===== src/design/umon_pkg.sv =====
`timescale 1ns / 1ps
// Shared constants and types of the cache utility partition monitor.
package umon_pkg;

  localparam int ASSOC      = 16;
  localparam int NUM_STACKS = 32;
  localparam int APPS       = 2;

  localparam int TAG_W  = 48;
  localparam int SET_W  = 10;
  localparam int CORE_W = 8;
  localparam int SW_W   = 11;
  localparam int POL_W  = 2;
  localparam int CPA_W  = 8;
  localparam int CNT_W  = 32;
  localparam int POS_W  = 4;
  localparam int WAY_W  = 5;
  localparam int STK_W  = $clog2(NUM_STACKS);
  localparam int ROW_W  = $clog2(NUM_STACKS * APPS);
  localparam int ROWS   = NUM_STACKS * APPS;
  localparam int CFG_IDX_W = 2;
  localparam int CFG_DATA_W = 11;

  // Request codes
  typedef enum logic [1:0] {
    REQ_ACCESS = 2'd0,
    REQ_RECOMP = 2'd1,
    REQ_EPOCH  = 2'd2
  } req_kind_t;

  // Configuration register indexes
  localparam logic [CFG_IDX_W-1:0] CFG_SAMPLING = 2'd0;
  localparam logic [CFG_IDX_W-1:0] CFG_POLICY   = 2'd1;
  localparam logic [CFG_IDX_W-1:0] CFG_CPA      = 2'd2;

  // Epoch reset policies
  localparam logic [POL_W-1:0] POL_HALVE = 2'd0;
  localparam logic [POL_W-1:0] POL_CLEAR = 2'd1;

  // One sampled LRU stack: entry 0 is most recent
  typedef struct packed {
    logic [ASSOC-1:0]            valid;
    logic [ASSOC-1:0][TAG_W-1:0] tags;
  } row_t;

endpackage


===== src/design/umon_div.sv =====
`timescale 1ns / 1ps
// Restoring divider, one quotient bit per cycle, for the set sampling check.
module umon_div (
  input  logic                      clk,
  input  logic                      rst,
  input  logic                      start,
  input  logic [umon_pkg::SET_W-1:0] num,
  input  logic [umon_pkg::SW_W-1:0]  den,
  output logic                      done,
  output logic [umon_pkg::SET_W-1:0] quo,
  output logic                      rem_zero
);
  import umon_pkg::*;

  localparam int CW = $clog2(SET_W);

  logic          busy;
  logic [CW-1:0] cnt;
  logic [SW_W-1:0]  rem;
  logic [SET_W-1:0] num_sh;
  logic [SW_W:0]    trial;
  logic             ge;
  logic [SW_W:0]    diff;
  logic [SW_W-1:0]  rem_next;

  // Shift in the next dividend bit and try to subtract
  always_comb begin
    trial = {rem, num_sh[SET_W-1]};
    ge    = trial >= {1'b0, den};
    diff  = trial - {1'b0, den};
    rem_next = ge ? diff[SW_W-1:0] : trial[SW_W-1:0];
  end

  always_ff @(posedge clk) begin
    if (rst) begin
      busy <= 1'b0;
      done <= 1'b0;
    end else begin
      done <= 1'b0;
      if (start) begin
        busy   <= 1'b1;
        cnt    <= '0;
        rem    <= '0;
        num_sh <= num;
        quo    <= '0;
      end else if (busy) begin
        rem    <= rem_next;
        quo    <= {quo[SET_W-2:0], ge};
        num_sh <= num_sh << 1;
        cnt    <= cnt + 1'b1;
        if (cnt == CW'(SET_W - 1)) begin
          busy <= 1'b0;
          done <= 1'b1;
        end
      end
    end
  end

  assign rem_zero = (rem == '0);
endmodule


===== config.mk =====
export PLATFORM = sky130hd
export DESIGN_NAME = umon_div
export DESIGN_NICKNAME = d
export VERILOG_FILES = /design/src/design/umon_pkg.sv /design/src/design/umon_div.sv
export SDC_FILE = /design/constraint.sdc
export NUM_CORES = 1
export LEC_CHECK = 0
export BUFFER_PORTS_ARGS = -buffer_cell sky130_fd_sc_hd__buf_2
export CORE_AREA = 4 4 74 76
export DETAILED_ROUTE_END_ITERATION = 12
export DIE_AREA = 0 0 78 80
export GPL_ROUTABILITY_DRIVEN = 0
export PLACE_DENSITY = 0.69
export SETUP_SLACK_MARGIN = 0.5
export SLEW_MARGIN = 15
export SYNTH_ARGS = -nofsm -noshare
export SYNTH_HDL_FRONTEND = slang
export SYNTH_SLANG_ARGS = --single-unit

===== constraint.sdc =====
create_clock -name clk -period 3.4 [get_ports clk]
set_input_delay 0.68 -clock clk [delete_from_list [all_inputs] [get_ports clk]]
set_output_delay 0.68 -clock clk [all_outputs]
set_load 0.005 [all_outputs]

==> key figures, run 1 <==
Run status
  • Status: finished, final reports clean

Hold path
  • Hold WC Path Type: flop to flop

Clock tree
  • Post-CTS Setup Bufs: 0
  • Worst-Skew Late Latency: 280 ps
  • Hold_buf cts: 0
  • CTS Buf Count: 5
  • Clock transition at the registers of the reported paths: 70 ps
  • Clock Path Buffers: 2
  • H-tree depth: 2
  • Root Driver: clkbuf_8
  • CTS tree: built
  • Resized Gates After CTS: 0
  • CTS Sinks: 37

GRT
  • Remaining global-route overflow: 0
  • Met2 Track Usage GR: 0.193
  • GR Util met3: 0.0384
  • First-pass GRT wire length: 6330 um
  • Largest net degree at the start of global routing: 38
  • Most Crowded Layer GR: met2
  • Antenna violations before repair: 0
  • Vias in the first global route: 1348
  • Met1 GRT Util: 0.181
  • Total Routing Usage GR: 0.130

Timing
  • Pins over their slew limit: 0
  • Setup violators final: 0
  • RSZ-0062 raised after global routing: no
  • Slew @ Worst Pin: 741 ps
  • Final WS setup: 749 ps
  • Max frequency: 377 MHz
  • Hold Vio Cnt, Final: 0
  • Final hold slack: 485 ps
  • Fin Clk Skew: 6.39 ps
  • Post-route clock period utilization: 0.780
  • Setup TNS Final: 0 ps
  • Slew HR: 0.506
  • Final min period: 2650 ps

Placement
  • Port-buffer cells: 35
  • Post-Place Setup Slack: 422 ps
  • DP HPWL: 2730 um
  • Dpl cell area: 0.00239 mm2
  • Dpl cells: 279

Logic synthesis
  • Synth top area share: 0.492
  • Yosys reg bits: 37
  • Post-synth EDFFs: 35
  • Synth warn: 0
  • Sequential fraction of the synthesis area: 0.510
  • Top_reg_cell synth: edfxtp_1
  • Mapped cell area: 0.00214 mm2
  • Synthesized instance count: 180
  • Area contributors post-synth: edfxtp_1 49%, ha_1 7.6%, mux2_2 5.8%
  • Post-Syn Area per Cell: 11.9 um2
  • Async set-reset flop share out of synthesis: 0
  • Top-count cell post-synth: edfxtp_1
  • Yosys cell types: 41
  • Post-Synthesis Net Count: 218
  • Synth cell count leaders: 35 x edfxtp_1, 20 x nor2_1, 17 x inv_1
  • Largest area contributor in the netlist: edfxtp_1

Routing
  • DRT Wirelength: 3800 um
  • DRT iter0 DRCs: 50
  • Post-route ant nets: 0
  • Via density: 4.99
  • WL/cell: 13.2 um
  • Via count: 1431
  • Post-route DRC: 0
  • Drt pass-1 iters: 4

Setup path
  • CP top delay family: compound AO/OA/AOI/OAI gates
  • Critical path's largest stage delay: 590 ps
  • Worst Path Max Fanout: 14
  • WP data arrival: 2700 ps
  • WP buf/inv: 2
  • Critical-path cell list: buf_2 -> inv_1 -> ha_1 -> a2111oi_4 -> o21ai_2 -> o21ai_2 -> nor2_1 -> a32o_1
  • Slowest cell on the critical path: o21ai_2
  • CP most frequent cell: o21ai_2
  • Critical path class: primary input to flop
  • Startpoint Class: primary input
  • Worst EP required: 3440 ps
  • CP endpoint kind: flop

Die
  • CORE AREA: 0.00472 mm2
  • Die height: 80 um
  • Io pins: 36
  • Initial core utilization: 0.453
  • Die X: 78 um
  • Die area: 0.00624 mm2
  • # rows: 25

Final layout
  • ANT cells: 0
  • Final instance count without filler cells: 287
  • Area growth from synthesis to layout: 16.9%
  • Post-layout instance area: 0.00250 mm2
  • Share of cells above drive strength 1: 0.277
  • Net count, final: 257
  • Fill cells: 429

Run
  • Max-cap violations: 0

Power and ir drop
  • PwrDens: 487 mW/mm2
  • P_leak: 1.02 nW
  • Worst vdd ir: 0.000345 V
==> worst register-to-register path: stages (launching register included) <==
cell and delay (ps):
edfxtp_1 440, ha_1 370, a21o_1 240, nor3_4 180, a21oi_4 90, o21ai_2 610
nor2_1 180, a32o_1 260
==> where the power goes <==
group,switching [mW],internal (mW)
Combinational,0.149,0.134
Clock,0.147,0.216
Sequential,0.0226,0.547
Total,0.318,0.898
==> stage by stage <==
stage               power, mW  utilization
floorplan               0.801            -
global placement        0.860        0.506
detailed placement      0.863        0.506
CTS                      1.23        0.529
global route             1.28        0.529
finish                   1.22        0.529
==> area by class of cell <==
class	instances	area, um2	area share
clock inverters	2	33.8	0.0135
well taps	67	83.8	0.0336
multi-input cells	121	963	0.386
flip-flops and latches	37	1090	0.437
inverters	17	63.8	0.0255
repair buffers	37	190	0.0761
clock buffers	6	72.6	0.0290
==> state kept, by name, indices dropped and copies added (netlist names) <==
| signal | cells |
|---|---|
| busy | 1 |
| cnt | 4 |
| done | 1 |
| rem | 11 |
| quo | 10 |
| num_sh | 10 |
==> metal layers <==
metal / routed length (um) / part of all wire / vias to the layer above
li1: - / - / 728
met1: 1880 / 0.49 / 674
met2: 1720 / 0.45 / 24
met3: 154 / 0.041 / 5
met4: 41 / 0.011 / 0
met5: 0 / 0 / -
==> cell usage in the layout (no fill, tap or decap), types with 2 or more instances in the layout <==
cell,n
nand4_1,2
nand2_1,5
nor2b_1,12
buf_2,35
xnor2_1,7
nor4_1,3
edfxtp_1,35
nor3_1,2
o21ai_0,4
nand3_1,2
mux2_2,11
and2_1,2
ha_1,13
buf_4,2
a21o_1,3
nand2b_1,2
o21ai_2,2
nor2_1,19
o211ai_1,2
o21a_1,4
a21oi_1,5
clkbuf_8,5
inv_1,17
mux2i_1,5
dfxtp_1,2
==> cells by family (layout without fill, tap and decap cells) <==
| family | count (synthesis) | after routing | share of synthesized area |
|---|---|---|---|
| AOI/OAI and AO/OA | 28 | 28 | 0.109 |
| xor gates and xnor gates | 8 | 8 | 0.0328 |
| adders and majority gates | 14 | 14 | 0.0854 |
| buffers and inverters | 22 | 62 | 0.0427 |
| DFF | 37 | 37 | 0.510 |
| muxes | 16 | 16 | 0.0813 |
| and+or+nand+nor | 55 | 55 | 0.138 |
==> final timing paths <==
check | end | startpoint | cells past startpoint | slack, ps
worst max register to register | rem[10] | rem[4] | 7 | 790
worst min-delay path | done | busy | 1 | 490
worst min register to register | done | busy | 1 | 490
worst max-delay path | rem[10] | den[9] | 8 | 750
No activity file was read; power rests on OpenSTA's default activity.
==> run 2, diff against run 1 <==
--- a/config.mk
+++ b/config.mk
@@ -5,12 +5,13 @@
 export SDC_FILE = /design/constraint.sdc
 export NUM_CORES = 1
 export LEC_CHECK = 0
+export ABC_AREA = 1
 export BUFFER_PORTS_ARGS = -buffer_cell sky130_fd_sc_hd__buf_2
-export CORE_AREA = 4 4 74 76
+export CORE_AREA = 4 4 79 81
 export DETAILED_ROUTE_END_ITERATION = 12
-export DIE_AREA = 0 0 78 80
+export DIE_AREA = 0 0 83 85
 export GPL_ROUTABILITY_DRIVEN = 0
-export PLACE_DENSITY = 0.69
+export PLACE_DENSITY = 0.68
 export SETUP_SLACK_MARGIN = 0.5
 export SLEW_MARGIN = 15
 export SYNTH_ARGS = -nofsm -noshare
==> constraint.sdc (replaced) <==
create_clock -name clk -period 2.5 [get_ports clk]
set_input_delay 0.5 -clock clk [delete_from_list [all_inputs] [get_ports clk]]
set_output_delay 0.5 -clock clk [all_outputs]
set_load 0.005 [all_outputs]
==> run 2 against run 1 <==
- sequential share of layout area shrank 6.3 points
- area after synthesis increased by 13%
- final cell count grew 48%
- first-iteration DRC count increased by 68%
- synthesized cell count grew 72%
- non-clock buffer count increased by 5
- critical path type is now flop to flop
- highest routed layer unchanged
==> key figures, run 2 <==
Run status
  • Status: finished, final reports clean (unchanged)

Power and ir drop
  • P_leak: 1.46 nW (was 1.02 nW)
  • Net Sw Frac: 0.305 (was 0.262)
  • Comb power frac: 0.276 (was 0.233)
  • P_sw: 484 uW (was 318 uW)
  • Worst vdd ir: 0.000441 V (was 0.000345 V)
  • Sequential power share: 0.482 (was 0.469)
  • Internal power: 1.10 mW (was 898 uW)
  • Clock group share of total power: 0.242 (was 0.299)
  • PwrDens: 544 mW/mm2 (was 487 mW/mm2)

Logic synthesis
  • Yosys reg bits: 37 (unchanged)
  • Sequential fraction of the synthesis area: 0.452 (was 0.510)
  • Mapped cell area: 0.00242 mm2 (was 0.00214 mm2)
  • Synth warn: 0 (unchanged)
  • Largest area contributor in the netlist: edfxtp_1 (unchanged)
  • Top_reg_cell synth: edfxtp_1 (unchanged)
  • Async set-reset flop share out of synthesis: 0 (unchanged)
  • Synthesized instance count: 310 (was 180)
  • Post-Syn Area per Cell: 7.79 um2 (was 11.9 um2)
  • Post-synth EDFFs: 35 (unchanged)
  • Yosys cell types: 24 (was 41)
  • Synth top area share: 0.435 (was 0.492)
  • Area contributors post-synth: edfxtp_1 44%, nand2_1 15%, inv_1 9.6% (was edfxtp_1 49%, ha_1 7.6%, mux2_2 5.8%)
  • Synth cell count leaders: 94 x nand2_1, 62 x inv_1, 45 x nor2_1 (was 35 x edfxtp_1, 20 x nor2_1, 17 x inv_1)
  • Top-count cell post-synth: nand2_1 (was edfxtp_1)
  • Post-Synthesis Net Count: 348 (was 218)

Setup path
  • Critical-path cell list: ha_4 -> nand2_2 -> nor3_4 -> nand2_2 -> nand3_4 -> nor2_4 -> nor2_1 -> nor2_1 (was buf_2 -> inv_1 -> ha_1 -> a2111oi_4 -> o21ai_2 -> o21ai_2 -> nor2_1 -> a32o_1)
  • Slowest cell on the critical path: edfxtp_1 (was o21ai_2)
  • Critical path's largest stage delay: 460 ps (was 590 ps)
  • Critical path class: flop to flop (was primary input to flop)
  • CP endpoint kind: flop (unchanged)
  • Startpoint Class: flop (was primary input)
  • Worst EP required: 2540 ps (was 3440 ps)
  • WP data arrival: 1980 ps (was 2700 ps)
  • Worst Path Max Fanout: 6 (was 14)

Timing
  • Setup TNS Final: 0 ps (unchanged)
  • Final hold slack: 425 ps (was 485 ps)
  • Setup violators final: 0 (unchanged)
  • Fin Clk Skew: 5.12 ps (was 6.39 ps)
  • Hold Vio Cnt, Final: 0 (unchanged)
  • Pins over their slew limit: 0 (unchanged)
  • RSZ-0062 raised after global routing: yes (was no)
  • Max frequency: 516 MHz
  • Slew HR: 0.780 (was 0.506)
  • Post-route clock period utilization: 0.775
  • Slew @ Worst Pin: 329 ps (was 741 ps)
  • Final WS setup: 562 ps (was 749 ps)
  • Final min period: 1940 ps

GRT
  • Largest net degree at the start of global routing: 37 (was 38)
  • Remaining global-route overflow: 0 (unchanged)
  • Total Routing Usage GR: 0.150 (was 0.130)
  • First-pass GRT wire length: 8740 um (was 6330 um)
  • Vias in the first global route: 2048 (was 1348)
  • Antenna violations before repair: 0 (unchanged)

Clock tree
  • Hold_buf cts: 0 (unchanged)
  • CTS tree: built (unchanged)
  • CTS Buf Count: 5 (unchanged)
  • H-tree depth: 2 (unchanged)
  • Clock Path Buffers: 2 (unchanged)
  • Clock transition at the registers of the reported paths: 60 ps (was 70 ps)
  • Worst-Skew Late Latency: 280 ps (about the same)
  • Root Driver: clkbuf_8 (unchanged)
  • CTS Sinks: 37 (unchanged)

Final layout
  • Max FFs per register: 11 (unchanged)
  • ANT cells: 0 (unchanged)
  • Share of cells above drive strength 1: 0.205 (was 0.277)
  • Fill cells: 543 (was 429)
  • Largest regs: rem x11, num_sh x10, quo x10 (unchanged)
  • Area of the multi-input gates: 0.00118 mm2 (was 963 um2)
  • Commonest cells after routing, fill and taps aside: 92 x nand2_1, 60 x inv_1, 45 x nor2_1, 35 x edfxtp_1, 35 x buf_2 (was 35 x edfxtp_1, 35 x buf_2, 19 x nor2_1, 17 x inv_1, 13 x ha_1)
  • Area growth from synthesis to layout: 20.8% (was 16.9%)
  • Most flops, register: rem (unchanged)
  • Post-layout instance area: 0.00292 mm2 (was 0.00250 mm2)
  • Reg area: 0.00109 mm2 (unchanged)
  • Commonest non-fill, non-tap cell in the layout: nand2_1
  • Net count, final: 389 (was 257)

Die
  • Die height: 85 um (was 80 um)
  • Io pins: 36 (unchanged)
  • Initial core utilization: 0.441 (was 0.453)
  • Die area: 0.00706 mm2 (was 0.00624 mm2)
  • # rows: 27 (was 25)
  • Die X: 83 um (was 78 um)
  • CORE AREA: 0.00547 mm2 (was 0.00472 mm2)

Routing
  • Post-route ant nets: 0 (unchanged)
  • Via count: 2004 (was 1431)
  • DRT Wirelength: 5130 um (was 3800 um)
  • WL/cell: 12.1 um (was 13.2 um)
  • DRT iter0 DRCs: 84 (was 50)
  • Post-route DRC: 0 (unchanged)
  • Drt pass-1 iters: 4 (unchanged)
  • Via density: 4.73 (was 4.99)

Run
  • Max-cap violations: 0 (unchanged)

Placement
  • Post-Place Setup Slack: 274 ps (was 422 ps)
  • DP HPWL: 3720 um (was 2730 um)
  • Dpl cell area: 0.00270 mm2 (was 0.00239 mm2)
  • Port-buffer cells: 35 (unchanged)

Hold path
  • Hold WC Path Type: primary input to flop (was flop to flop)
run 2: changes by cell type after synthesis, sizes merged, moves of 5 or more:
cell,change
inv,+45
mux2,-11
mux2i,-5
nand2,+90
nand3,+14
nand4,+13
nor2,+27
nor2b,-12
o21ai,-5
xnor2,-5
run 2: path summary, 6_finish.rpt:
check	depth (start not counted)	to	start	slack, ps
max	8	rem[8]	rem[7]	560
max reg2reg	8	rem[8]	rem[7]	560
min reg2reg	2	done	busy	510
min	2	done	rst	430
run 2: logic make-up after synthesis:
family / share of synthesized area
buf+inv: 0.122
compound gates: 0.0176
simple gates: 0.318
fa+ha+maj: 0.0756
xor+xnor: 0.0145
flops: 0.452
run 2: per-stage QoR:
stage | utilization | power [mW] | cells
finish | 0.533 | 1.59 | 424
global placement | 0.493 | 1.16 | 413
CTS | 0.510 | 1.57 | 421
detailed placement | 0.493 | 1.17 | 413
floorplan | - | 1.07 | 310
global route | 0.533 | 1.71 | 424
run 2: power groups by stage:
stage | logic [mW] | clock network, mW | registers [mW]
2_1_floorplan | 0.298 | 0 | 0.769
3_3_place_gp | 0.389 | 0 | 0.774
3_5_place_dp | 0.397 | 0 | 0.775
4_1_cts | 0.401 | 0.403 | 0.762
5_1_grt | 0.505 | 0.439 | 0.770
6_report | 0.438 | 0.384 | 0.766
run 2: layer usage:
| metal | track usage | vias to the layer above | routed length (um) |
|---|---|---|---|
| met4 | 0.0639 | 0 | 136 |
| met2 | 0.249 | 52 | 2380 |
| met1 | 0.190 | 883 | 2370 |
| li1 | - | 1054 | - |
| met3 | 0.0330 | 15 | 244 |
| met5 | 0 | - | 0 |
run 2: critical path: cells and delay by family, from the launching register on:
kind | cells | cell delay (ps)
adders and majority gates | 1 | 330
DFF | 1 | 460
and+or+nand+nor | 7 | 900
run 2: layout make-up:
class,count,share of cell area
flip-flops and latches,37,0.374
multi-input cells,203,0.404
inverters,62,0.0798
clock inverters,1,0.00129
clock buffers,7,0.0262
repair buffers,42,0.0836
well taps,72,0.0309
run 2: what timing repair did:
action                     4_1_cts  5_1_grt
setup buffers                    0        2
resized for setup                2       16
gates cloned                     0        1
hold endpoints to repair         0        0
setup endpoints to repair       11       13
pin swaps                        0        5
